File: config.mk
export PLATFORM = sky130hd
export DESIGN_NAME = dual_stack_shared_memory
export DESIGN_NICKNAME = d
export VERILOG_FILES = /design/src/hw/rtl/dss_pkg.sv /design/src/hw/rtl/dss_ram.sv /design/src/hw/rtl/dss_fifo.sv /design/src/hw/rtl/dss_front.sv /design/src/hw/rtl/dss_back.sv /design/src/hw/rtl/dual_stack_shared_memory.sv
export VERILOG_INCLUDE_DIRS = /design/src /design/src/hw/rtl
export SDC_FILE = /design/constraint.sdc
export NUM_CORES = 2
export LEC_CHECK = 0
export ABC_CLOCK_PERIOD_IN_PS = 5200
export BUFFER_PORTS_ARGS = -buffer_cell sky130_fd_sc_hd__buf_4
export CAP_MARGIN = 20
export CORE_MARGIN = 2
export CORE_UTILIZATION = 45
export DETAILED_ROUTE_END_ITERATION = 10
export PLACE_DENSITY = 0.61
export SLEW_MARGIN = 5
export SYNTH_ARGS = -nofsm -noshare
export SYNTH_HDL_FRONTEND = slang
export SYNTH_SLANG_ARGS = --single-unit
File: constraint.sdc
create_clock -name clk -period 5.2 [get_ports clk]
set_clock_uncertainty 0.1 [all_clocks]
set_input_delay 1.04 -clock clk [delete_from_list [all_inputs] [get_ports clk]]
set_output_delay 1.04 -clock clk [all_outputs]
set_load 0.05 [all_outputs]
File: src/hw/rtl/assert_macros.svh
// assertion helpers shared by the rtl
`ifndef ASSERT_MACROS_SVH
`define ASSERT_MACROS_SVH

// property that must hold at every clock edge out of reset
`define ASSERT_ALWAYS(label, clk, rst_n, expr, msg) \
    label: assert property (@(posedge clk) disable iff (!rst_n) (expr)) \
        else $error(msg);

// same-cycle implication
`define ASSERT_IMPLIES(label, clk, rst_n, ante, cons, msg) \
    label: assert property (@(posedge clk) disable iff (!rst_n) (ante) |-> (cons)) \
        else $error(msg);

// next-cycle implication
`define ASSERT_NEXT(label, clk, rst_n, ante, cons, msg) \
    label: assert property (@(posedge clk) disable iff (!rst_n) (ante) |=> (cons)) \
        else $error(msg);

`endif

File: src/hw/rtl/dss_pkg.sv
// ----------------------------------------------------------------------------
// dss_pkg
// types and constants for the two stacks sharing one memory
// ----------------------------------------------------------------------------
`default_nettype none

package dss_pkg;

    localparam int DSS_DEPTH  = 64;
    localparam int CMDQ_DEPTH = 2;
    localparam int OUTQ_DEPTH = 4;

    localparam logic [2:0] OP_PUSH_LOW  = 3'd0;
    localparam logic [2:0] OP_POP_LOW   = 3'd1;
    localparam logic [2:0] OP_LIST_LOW  = 3'd2;
    localparam logic [2:0] OP_PUSH_HIGH = 3'd3;
    localparam logic [2:0] OP_POP_HIGH  = 3'd4;
    localparam logic [2:0] OP_LIST_HIGH = 3'd5;

    typedef enum logic [1:0] {
        ST_OK    = 2'd0,
        ST_EMPTY = 2'd1,
        ST_FULL  = 2'd2
    } status_t;

    typedef enum logic [1:0] {
        CMD_PUSH = 2'd0,
        CMD_POP  = 2'd1,
        CMD_LIST = 2'd2
    } cmd_kind_t;

    typedef enum logic {
        BS_IDLE = 1'b0,
        BS_LIST = 1'b1
    } back_state_t;

    typedef struct packed {
        logic [2:0]         op;
        logic signed [31:0] push_value;
    } in_item_t;

    typedef struct packed {
        logic signed [31:0] word_out;
        status_t            status;
        logic               last_of_run;
    } out_item_t;

    typedef struct packed {
        cmd_kind_t   kind;
        logic        high;
        logic [31:0] value;
    } cmd_t;

    // result in flight while the memory read completes
    typedef struct packed {
        logic    valid;
        logic    from_ram;
        status_t status;
        logic    last;
    } pend_t;

endpackage

`default_nettype wire

File: src/hw/rtl/dss_ram.sv
// ----------------------------------------------------------------------------
// dss_ram
// simple dual-port ram, one write and one registered read per cycle
// ----------------------------------------------------------------------------
`default_nettype none

module dss_ram #(
    parameter int WIDTH = 32,
    parameter int DEPTH = 64
) (
    input  wire logic                     clk,
    input  wire logic                     we,
    input  wire logic [$clog2(DEPTH)-1:0] waddr,
    input  wire logic [WIDTH-1:0]         wdata,
    input  wire logic [$clog2(DEPTH)-1:0] raddr,
    output logic      [WIDTH-1:0]         rdata
);

    logic [WIDTH-1:0] mem_reg [DEPTH];

    always_ff @(posedge clk)
    begin
        if (we)
        begin
            mem_reg[waddr] <= wdata;
        end
        rdata <= mem_reg[raddr];
    end

endmodule

`default_nettype wire

File: src/hw/rtl/dss_fifo.sv
// ----------------------------------------------------------------------------
// dss_fifo
// small register queue with occupancy count
// ----------------------------------------------------------------------------
`default_nettype none

module dss_fifo #(
    parameter int WIDTH = 8,
    parameter int DEPTH = 2
) (
    input  wire logic                       clk,
    input  wire logic                       rst_n,
    input  wire logic                       wr_en,
    input  wire logic [WIDTH-1:0]           wr_data,
    input  wire logic                       rd_en,
    output logic      [WIDTH-1:0]           rd_data,
    output logic                            full,
    output logic                            empty,
    output logic      [$clog2(DEPTH+1)-1:0] count
);

    localparam int PW = $clog2(DEPTH);
    localparam int CW = $clog2(DEPTH + 1);

    logic [WIDTH-1:0] data_reg [DEPTH];
    logic [PW-1:0]    wr_ptr_reg, wr_ptr_next;
    logic [PW-1:0]    rd_ptr_reg, rd_ptr_next;
    logic [CW-1:0]    count_reg, count_next;
    logic             do_wr, do_rd;

    assign full    = (count_reg == CW'(DEPTH));
    assign empty   = (count_reg == '0);
    assign count   = count_reg;
    assign rd_data = data_reg[rd_ptr_reg];
    assign do_wr   = wr_en && !full;
    assign do_rd   = rd_en && !empty;

    always_comb
    begin
        wr_ptr_next = wr_ptr_reg;
        rd_ptr_next = rd_ptr_reg;
        count_next  = count_reg;
        if (do_wr)
        begin
            wr_ptr_next = (wr_ptr_reg == PW'(DEPTH - 1)) ? '0 : wr_ptr_reg + PW'(1);
        end
        if (do_rd)
        begin
            rd_ptr_next = (rd_ptr_reg == PW'(DEPTH - 1)) ? '0 : rd_ptr_reg + PW'(1);
        end
        if (do_wr && !do_rd)
        begin
            count_next = count_reg + CW'(1);
        end
        else if (do_rd && !do_wr)
        begin
            count_next = count_reg - CW'(1);
        end
    end

    always_ff @(posedge clk or negedge rst_n)
    begin
        if (!rst_n)
        begin
            wr_ptr_reg <= '0;
            rd_ptr_reg <= '0;
            count_reg  <= '0;
        end
        else
        begin
            wr_ptr_reg <= wr_ptr_next;
            rd_ptr_reg <= rd_ptr_next;
            count_reg  <= count_next;
        end
    end

    always_ff @(posedge clk)
    begin
        if (do_wr)
        begin
            data_reg[wr_ptr_reg] <= wr_data;
        end
    end

endmodule

`default_nettype wire

File: src/hw/rtl/dss_front.sv
// ----------------------------------------------------------------------------
// dss_front
// takes input items, decodes the op and queues commands for the back end
// ----------------------------------------------------------------------------
`default_nettype none

module dss_front import dss_pkg::*; #(
    parameter int CMDQ_D = CMDQ_DEPTH
) (
    input  wire logic     clk,
    input  wire logic     rst_n,
    input  wire logic     push,
    input  wire in_item_t in_item,
    output logic          full,
    output cmd_t          cmd,
    output logic          cmd_valid,
    input  wire logic     cmd_take
);

    cmd_t dec_cmd;
    logic dec_ok;
    logic q_empty;
    logic [$bits(cmd_t)-1:0] q_rd_data;

    always_comb
    begin
        dec_cmd.value = in_item.push_value;
        dec_cmd.kind  = CMD_PUSH;
        dec_cmd.high  = 1'b0;
        dec_ok        = 1'b1;
        case (in_item.op)
            OP_PUSH_LOW:  dec_cmd.kind = CMD_PUSH;
            OP_POP_LOW:   dec_cmd.kind = CMD_POP;
            OP_LIST_LOW:  dec_cmd.kind = CMD_LIST;
            OP_PUSH_HIGH:
            begin
                dec_cmd.kind = CMD_PUSH;
                dec_cmd.high = 1'b1;
            end
            OP_POP_HIGH:
            begin
                dec_cmd.kind = CMD_POP;
                dec_cmd.high = 1'b1;
            end
            OP_LIST_HIGH:
            begin
                dec_cmd.kind = CMD_LIST;
                dec_cmd.high = 1'b1;
            end
            // unused codes are taken and dropped
            default:      dec_ok = 1'b0;
        endcase
    end

    dss_fifo #(
        .WIDTH ($bits(cmd_t)),
        .DEPTH (CMDQ_D)
    ) u_cmd_q (
        .clk     (clk),
        .rst_n   (rst_n),
        .wr_en   (push && dec_ok),
        .wr_data (dec_cmd),
        .rd_en   (cmd_take),
        .rd_data (q_rd_data),
        .full    (full),
        .empty   (q_empty),
        .count   ()
    );

    assign cmd       = cmd_t'(q_rd_data);
    assign cmd_valid = !q_empty;

endmodule

`default_nettype wire

File: src/hw/rtl/dss_back.sv
// ----------------------------------------------------------------------------
// dss_back
// carries out stack commands against the shared ram and streams results
// ----------------------------------------------------------------------------
`default_nettype none

`include "assert_macros.svh"

module dss_back import dss_pkg::*; #(
    parameter int DEPTH  = DSS_DEPTH,
    parameter int OUTQ_D = OUTQ_DEPTH
) (
    input  wire logic                        clk,
    input  wire logic                        rst_n,
    input  wire cmd_t                        cmd,
    input  wire logic                        cmd_valid,
    output logic                             cmd_take,
    input  wire logic [$clog2(OUTQ_D+1)-1:0] out_count,
    output logic                             res_valid,
    output out_item_t                        res
);

    localparam int AW = $clog2(DEPTH);
    localparam int CW = $clog2(DEPTH + 1);
    localparam int OW = $clog2(OUTQ_D + 1);

    back_state_t   state_reg, state_next;
    logic [CW-1:0] low_count_reg, low_count_next;
    logic [CW-1:0] high_base_reg, high_base_next;
    logic [CW-1:0] idx_reg, idx_next;
    logic          list_high_reg, list_high_next;
    pend_t         pend_reg, pend_next;

    logic          can_issue;
    logic          meet;
    logic          list_last;
    logic [CW-1:0] low_dec, high_dec, idx_dec;
    logic          we;
    logic [AW-1:0] waddr, raddr;
    logic [31:0]   rdata;

    // count plus the result in flight never exceeds the output queue
    assign can_issue = ({1'b0, out_count} + (OW + 1)'(pend_reg.valid)) < (OW + 1)'(OUTQ_D);
    assign meet      = (low_count_reg >= high_base_reg);
    assign low_dec   = low_count_reg - CW'(1);
    assign high_dec  = high_base_reg - CW'(1);
    assign idx_dec   = idx_reg - CW'(1);
    assign list_last = list_high_reg ? (idx_reg == CW'(DEPTH - 1)) : (idx_reg == CW'(1));

    always_comb
    begin
        state_next     = state_reg;
        low_count_next = low_count_reg;
        high_base_next = high_base_reg;
        idx_next       = idx_reg;
        list_high_next = list_high_reg;
        pend_next      = '0;
        pend_next.status = ST_OK;
        cmd_take       = 1'b0;
        we             = 1'b0;
        waddr          = low_count_reg[AW-1:0];
        raddr          = '0;

        case (state_reg)
            BS_IDLE:
            begin
                if (cmd_valid && can_issue)
                begin
                    cmd_take = 1'b1;
                    case (cmd.kind)
                        CMD_PUSH:
                        begin
                            pend_next.valid = 1'b1;
                            pend_next.last  = 1'b1;
                            if (meet)
                            begin
                                pend_next.status = ST_FULL;
                            end
                            else if (!cmd.high)
                            begin
                                we             = 1'b1;
                                waddr          = low_count_reg[AW-1:0];
                                low_count_next = low_count_reg + CW'(1);
                            end
                            else
                            begin
                                we             = 1'b1;
                                waddr          = high_dec[AW-1:0];
                                high_base_next = high_dec;
                            end
                        end
                        CMD_POP:
                        begin
                            pend_next.valid = 1'b1;
                            pend_next.last  = 1'b1;
                            if (!cmd.high)
                            begin
                                if (low_count_reg == '0)
                                begin
                                    pend_next.status = ST_EMPTY;
                                end
                                else
                                begin
                                    pend_next.from_ram = 1'b1;
                                    raddr              = low_dec[AW-1:0];
                                    low_count_next     = low_dec;
                                end
                            end
                            else
                            begin
                                if (high_base_reg >= CW'(DEPTH))
                                begin
                                    pend_next.status = ST_EMPTY;
                                end
                                else
                                begin
                                    pend_next.from_ram = 1'b1;
                                    raddr              = high_base_reg[AW-1:0];
                                    high_base_next     = high_base_reg + CW'(1);
                                end
                            end
                        end
                        CMD_LIST:
                        begin
                            if (!cmd.high && low_count_reg == '0)
                            begin
                                pend_next.valid  = 1'b1;
                                pend_next.last   = 1'b1;
                                pend_next.status = ST_EMPTY;
                            end
                            else if (cmd.high && high_base_reg >= CW'(DEPTH))
                            begin
                                pend_next.valid  = 1'b1;
                                pend_next.last   = 1'b1;
                                pend_next.status = ST_EMPTY;
                            end
                            else
                            begin
                                state_next     = BS_LIST;
                                list_high_next = cmd.high;
                                idx_next       = cmd.high ? high_base_reg : low_count_reg;
                            end
                        end
                        default:
                        begin
                        end
                    endcase
                end
            end
            BS_LIST:
            begin
                if (can_issue)
                begin
                    pend_next.valid    = 1'b1;
                    pend_next.from_ram = 1'b1;
                    pend_next.last     = list_last;
                    if (list_high_reg)
                    begin
                        raddr    = idx_reg[AW-1:0];
                        idx_next = idx_reg + CW'(1);
                    end
                    else
                    begin
                        raddr    = idx_dec[AW-1:0];
                        idx_next = idx_dec;
                    end
                    if (list_last)
                    begin
                        state_next = BS_IDLE;
                    end
                end
            end
            default:
            begin
                state_next = BS_IDLE;
            end
        endcase
    end

    always_ff @(posedge clk or negedge rst_n)
    begin
        if (!rst_n)
        begin
            state_reg     <= BS_IDLE;
            low_count_reg <= '0;
            high_base_reg <= CW'(DEPTH);
            idx_reg       <= '0;
            list_high_reg <= 1'b0;
            pend_reg      <= '0;
        end
        else
        begin
            state_reg     <= state_next;
            low_count_reg <= low_count_next;
            high_base_reg <= high_base_next;
            idx_reg       <= idx_next;
            list_high_reg <= list_high_next;
            pend_reg      <= pend_next;
        end
    end

    dss_ram #(
        .WIDTH (32),
        .DEPTH (DEPTH)
    ) u_store (
        .clk   (clk),
        .we    (we),
        .waddr (waddr),
        .wdata (cmd.value),
        .raddr (raddr),
        .rdata (rdata)
    );

    assign res_valid       = pend_reg.valid;
    assign res.word_out    = pend_reg.from_ram ? $signed(rdata) : '0;
    assign res.status      = pend_reg.status;
    assign res.last_of_run = pend_reg.last;

    `ASSERT_ALWAYS(a_no_overlap, clk, rst_n, low_count_reg <= high_base_reg,
        "low stack ran into high stack")
    `ASSERT_ALWAYS(a_high_bound, clk, rst_n, high_base_reg <= CW'(DEPTH),
        "high base beyond memory")
    `ASSERT_IMPLIES(a_room_for_result, clk, rst_n, pend_reg.valid, out_count < OW'(OUTQ_D),
        "result transfer into a full output queue")
    `ASSERT_IMPLIES(a_list_low_idx, clk, rst_n, state_reg == BS_LIST && !list_high_reg,
        idx_reg != '0, "low list walked past slot zero")
    `ASSERT_NEXT(a_list_no_take, clk, rst_n, state_reg == BS_IDLE && state_next == BS_LIST,
        !cmd_take, "command taken while a list is running")

endmodule

`default_nettype wire

File: src/hw/rtl/dual_stack_shared_memory.sv
// a push or pop result passes the command queue, the back end register and the output queue
// throughput: one push or pop per cycle via the single ram access, if the out queue has room
// a list of n words reads the ram once per word and takes no new command until its last read
// reset: asynchronous, active low; both stacks empty, queues empty, no clearing pass
// ----------------------------------------------------------------------------
// dual_stack_shared_memory
// two stacks in one ram: low stack grows up from slot 0, high stack down from the top
// ----------------------------------------------------------------------------
`default_nettype none

module dual_stack_shared_memory import dss_pkg::*; #(
    parameter int DEPTH  = DSS_DEPTH,
    parameter int CMDQ_D = CMDQ_DEPTH,
    parameter int OUTQ_D = OUTQ_DEPTH
) (
    input  wire logic     clk,
    input  wire logic     rst_n,
    input  wire logic     push,
    output logic          full,
    input  wire in_item_t in_item,
    output logic          empty,
    input  wire logic     pop,
    output out_item_t     out_item
);

    cmd_t      cmd;
    logic      cmd_valid;
    logic      cmd_take;
    logic      res_valid;
    out_item_t res;
    logic [$clog2(OUTQ_D+1)-1:0]  out_count;
    logic [$bits(out_item_t)-1:0] out_rd_data;

    dss_front #(
        .CMDQ_D (CMDQ_D)
    ) u_front (
        .clk       (clk),
        .rst_n     (rst_n),
        .push      (push),
        .in_item   (in_item),
        .full      (full),
        .cmd       (cmd),
        .cmd_valid (cmd_valid),
        .cmd_take  (cmd_take)
    );

    dss_back #(
        .DEPTH  (DEPTH),
        .OUTQ_D (OUTQ_D)
    ) u_back (
        .clk       (clk),
        .rst_n     (rst_n),
        .cmd       (cmd),
        .cmd_valid (cmd_valid),
        .cmd_take  (cmd_take),
        .out_count (out_count),
        .res_valid (res_valid),
        .res       (res)
    );

    // result queue, the back end keeps room for every result in flight
    dss_fifo #(
        .WIDTH ($bits(out_item_t)),
        .DEPTH (OUTQ_D)
    ) u_out_q (
        .clk     (clk),
        .rst_n   (rst_n),
        .wr_en   (res_valid),
        .wr_data (res),
        .rd_en   (pop),
        .rd_data (out_rd_data),
        .full    (),
        .empty   (empty),
        .count   (out_count)
    );

    assign out_item = out_item_t'(out_rd_data);

endmodule

`default_nettype wire
==> results.cfg <==
[drt]
wirelength_um = 234600
dr.pass1.iters = 5
vias_per_cell = 6.057
postRouteAntennaNets = 0
drc = 0
wl_per_cell_um = 31.95
drtIter0Drc = 5594
dr_total_vias = 44467

[yosys]
synth_commonest_cells = 2258 x edfxtp_1, 513 x mux4_2, 241 x a22oi_1
yosysMostFrequentCell = edfxtp_1
syn_nets = 4232
seq_area_frac_synth_pct = 78.23
ys_warn_count = 0
async_reset_ff_share_pct = 1.675
ys.flop_type = edfxtp_1
synthCells = 4169
synth_area_leaders = edfxtp_1 76%, mux4_2 13%, a22oi_1 2.0%, dfrtp_1 1.1%, a21oi_1 0.99%
synth_area_leader_cell = edfxtp_1
postSynthAreaPerCell_sq_um = 21.29
synth_area_sq_mm = 0.08874
synthDistinctLibCells = 63
synth_top_area_share_pct = 76.41
synth_edf_count = 2258
ys_seq_elements = 2329

[sta]
setup_ws_ns = 0.1033
rsz0062_at_grt = no
worst_slew_pin_slew_ns = 1.066
setup_violations = 0
fmax_mhz = 196.2
slew_headroom_pct = 28.96
final-max-slew-violation-count = 0
fin_setup_tns_ns = 0
period_share_pct = 98.01
hold_viol = 0
fin_crit_ns = 5.097

[pwr]
ir_drop_uv = 475.9
p_sw_share_pct = 33.78
power_frac_seq_pct = 40.5
powerDensity_mw_per_mm2 = 579.1
comb_power_share_pct = 32.0
power_mw = 59.24
internal_power_mw = 39.23
p_leak_nw = 32.26
power.switching_mw = 20.01
clock_power_share_pct = 27.5

[hold_path]
min-delay-path-class = primary input to asynchronous set/reset pin

[finish]
synthToLayoutAreaGrowth_pct = 15.27
final_util_pct = 52.03
largest_register_ffs = 2048
drive_above_1_share_pct = 27.52
nets = 4553

[placed_design]
hpwl_um = 143900
gp_congestion = 0.8588
detailedPlace.worstSlack_ns = 0.04020
io_buffers = 75

[global_route]
antenna_found_initial = 31
grt_pass1_wl_um = 332900
grt-ovfl-total = 0
globalRouteTotalUtil_pct = 23.51
grt_pass1_vias = 44301
grt_max_degree = 65

[setup_path]
crit_buf_inv = 3
crit_family = compound AO/OA/AOI/OAI gates
cp-end-kind = flop
path_class = flop to flop
cp.required_ns = 5.83
start_kind = flop
critPathArrivalTime_ns = 5.73
crit_fanout = 27
max_stage_delay_ns = 0.59
path_cells = inv_1, ha_1, or3b_2, o211ai_1, a221o_4, buf_12, buf_4, mux4_2, a22oi_1, a21oi_1, or4_1
cp_slowest_cell = or4_1

[floorplanning]
num_rows = 163
num_io_pins = 76
die_area_sq_mm = 0.2008
core_sq_mm = 0.1966
die_h_um = 448.1
die_x_um = 448.1
initial_core_util_pct = 45.14

[clock_network]
cts_inserted_buffers = 227
htreeDepth = 4
postCtsHoldBufs = 0
clock_sinks = 2329
cts_buffer_depth = 3
clk_latency_ns = 0.89
cts_setup_buffers = 0
cts_root_buf = clkbuf_16
cts.clk_slew.worst_paths_ns = 0.06
cts_tree = built

[job]
drv_cap = 0

[status]
status = completed
metal layers:
layer  global-route usage, %  share of wire (%)  vias up
met5                       0              0.019        -
li1                        -                  -    18110
met4                   7.183                2.9        8
met3                   4.112                8.7      320
met1                   33.42                 40    23917
met2                   37.40                 48     2112
logic make-up after synthesis:
| kind of cell | Yosys count | synth area share (%) |
|---|---|---|
| multiplexers | 573 | 13.75 |
| buffers and inverters | 248 | 1.190 |
| AO/OA/AOI/OAI | 509 | 3.784 |
| adder cells (fa/ha/maj) | 24 | 0.3468 |
| flip-flops | 2329 | 78.23 |
| XOR/XNOR | 32 | 0.3158 |
| AND/OR/NAND/NOR | 454 | 2.381 |
stage by stage:
step           instance area (sq um)  std cells  hold slack, ns
2_1_floorplan                  88740       4169          0.3547
3_3_place_gp                   94680       6896          0.3711
3_5_place_dp                   94770       6900          0.3913
4_1_cts                       102200       7327         0.02988
5_1_grt                       102300       7329         0.07750
6_report                      102300       7341         0.08111
layout make-up:
| class | instances | area (sq um) |
|---|---|---|
| Multi-Input combinational cell | 1592 | 18890 |
| Inverter | 21 | 78.83 |
| Clock inverter | 135 | 1458 |
| Fill cell | 15394 | 94310 |
| Clock buffer | 292 | 5995 |
| Tap cell | 2640 | 3303 |
| Antenna cell | 13 | 32.53 |
| Timing Repair Buffer | 319 | 3107 |
| Sequential cell | 2329 | 69430 |
power groups by stage:
stage	sequential, mW	clock (mW)	combinational (mW)
5_1_grt	24.1	17.3	20.0
6_report	24.0	16.3	18.9
3_3_place_gp	24.4	0	18.9
2_1_floorplan	23.9	0	11.4
3_5_place_dp	24.4	0	19.1
4_1_cts	24.0	16.5	19.1
final timing paths:
kind	startpoint	endpoint	slack, ns	depth (start not counted)
worst min-delay path	rst_n	u_out_q.rd_ptr_reg[1]$_DFFE_PN0P_	0.08	1
worst max register to register	u_back.low_count_reg[1]$_DFFE_PN0P_	u_back.u_store.rdata[22]$_DFF_P_	0.10	11
worst min register to register	u_back.res[2]$_DFF_PN0_	u_out_q.data_reg[0][2]$_DFFE_PP_	0.40	0
worst max-delay path	u_back.low_count_reg[1]$_DFFE_PN0P_	u_back.u_store.rdata[22]$_DFF_P_	0.10	11
max in group asynchronous	rst_n	u_front.u_cmd_q.rd_ptr_reg$_DFFE_PN0P_	4.49	1
min in group clk	in_item[2]	u_front.u_cmd_q.data_reg[0][2]$_DFFE_PP_	0.23	1
worst reg2reg max path, cell delays in order (launching register included):
cell and delay (ns):
dfrtp_1 0.47, inv_1 0.15, ha_1 0.24, or3b_2 0.52, o211ai_1 0.38, a221o_4 0.46
buf_12 0.31, buf_4 0.37, mux4_2 0.57, a22oi_1 0.47, a21oi_1 0.36, or4_1 0.60
placed cells by master (no fill, tap or decap), types with 9 or more instances in the layout:
cell and n:
or4_1 31, nand2_1 166, clkinv_2 41, a22oi_1 238, mux2_2 30, diode_2 13, a21oi_1 174, nor2_1 43
a32oi_1 9, nand3_1 52, nor3_1 12, ha_1 23, xnor2_1 20, a31oi_1 12, clkbuf_16 227, edfxtp_1 2258
and2_1 35, buf_4 262, nand2b_1 9, clkinv_1 47, buf_12 55, o21ai_0 24, mux2i_1 20, mux4_2 513
inv_1 20, xor2_1 12, bufinv_16 19, nor2_4 68, dfxtp_1 32, mux2_4 10, dfrtp_1 36, clkinv_16 11
clkbuf_1 58
repair_timing:
| item | CTS | global route |
|---|---|---|
| hold endpoints to repair | 0 | 0 |
| resized for setup | 0 | 4 |
| setup endpoints to repair | 0 | 5 |
Note: power is estimated with default switching activity, not from simulation.
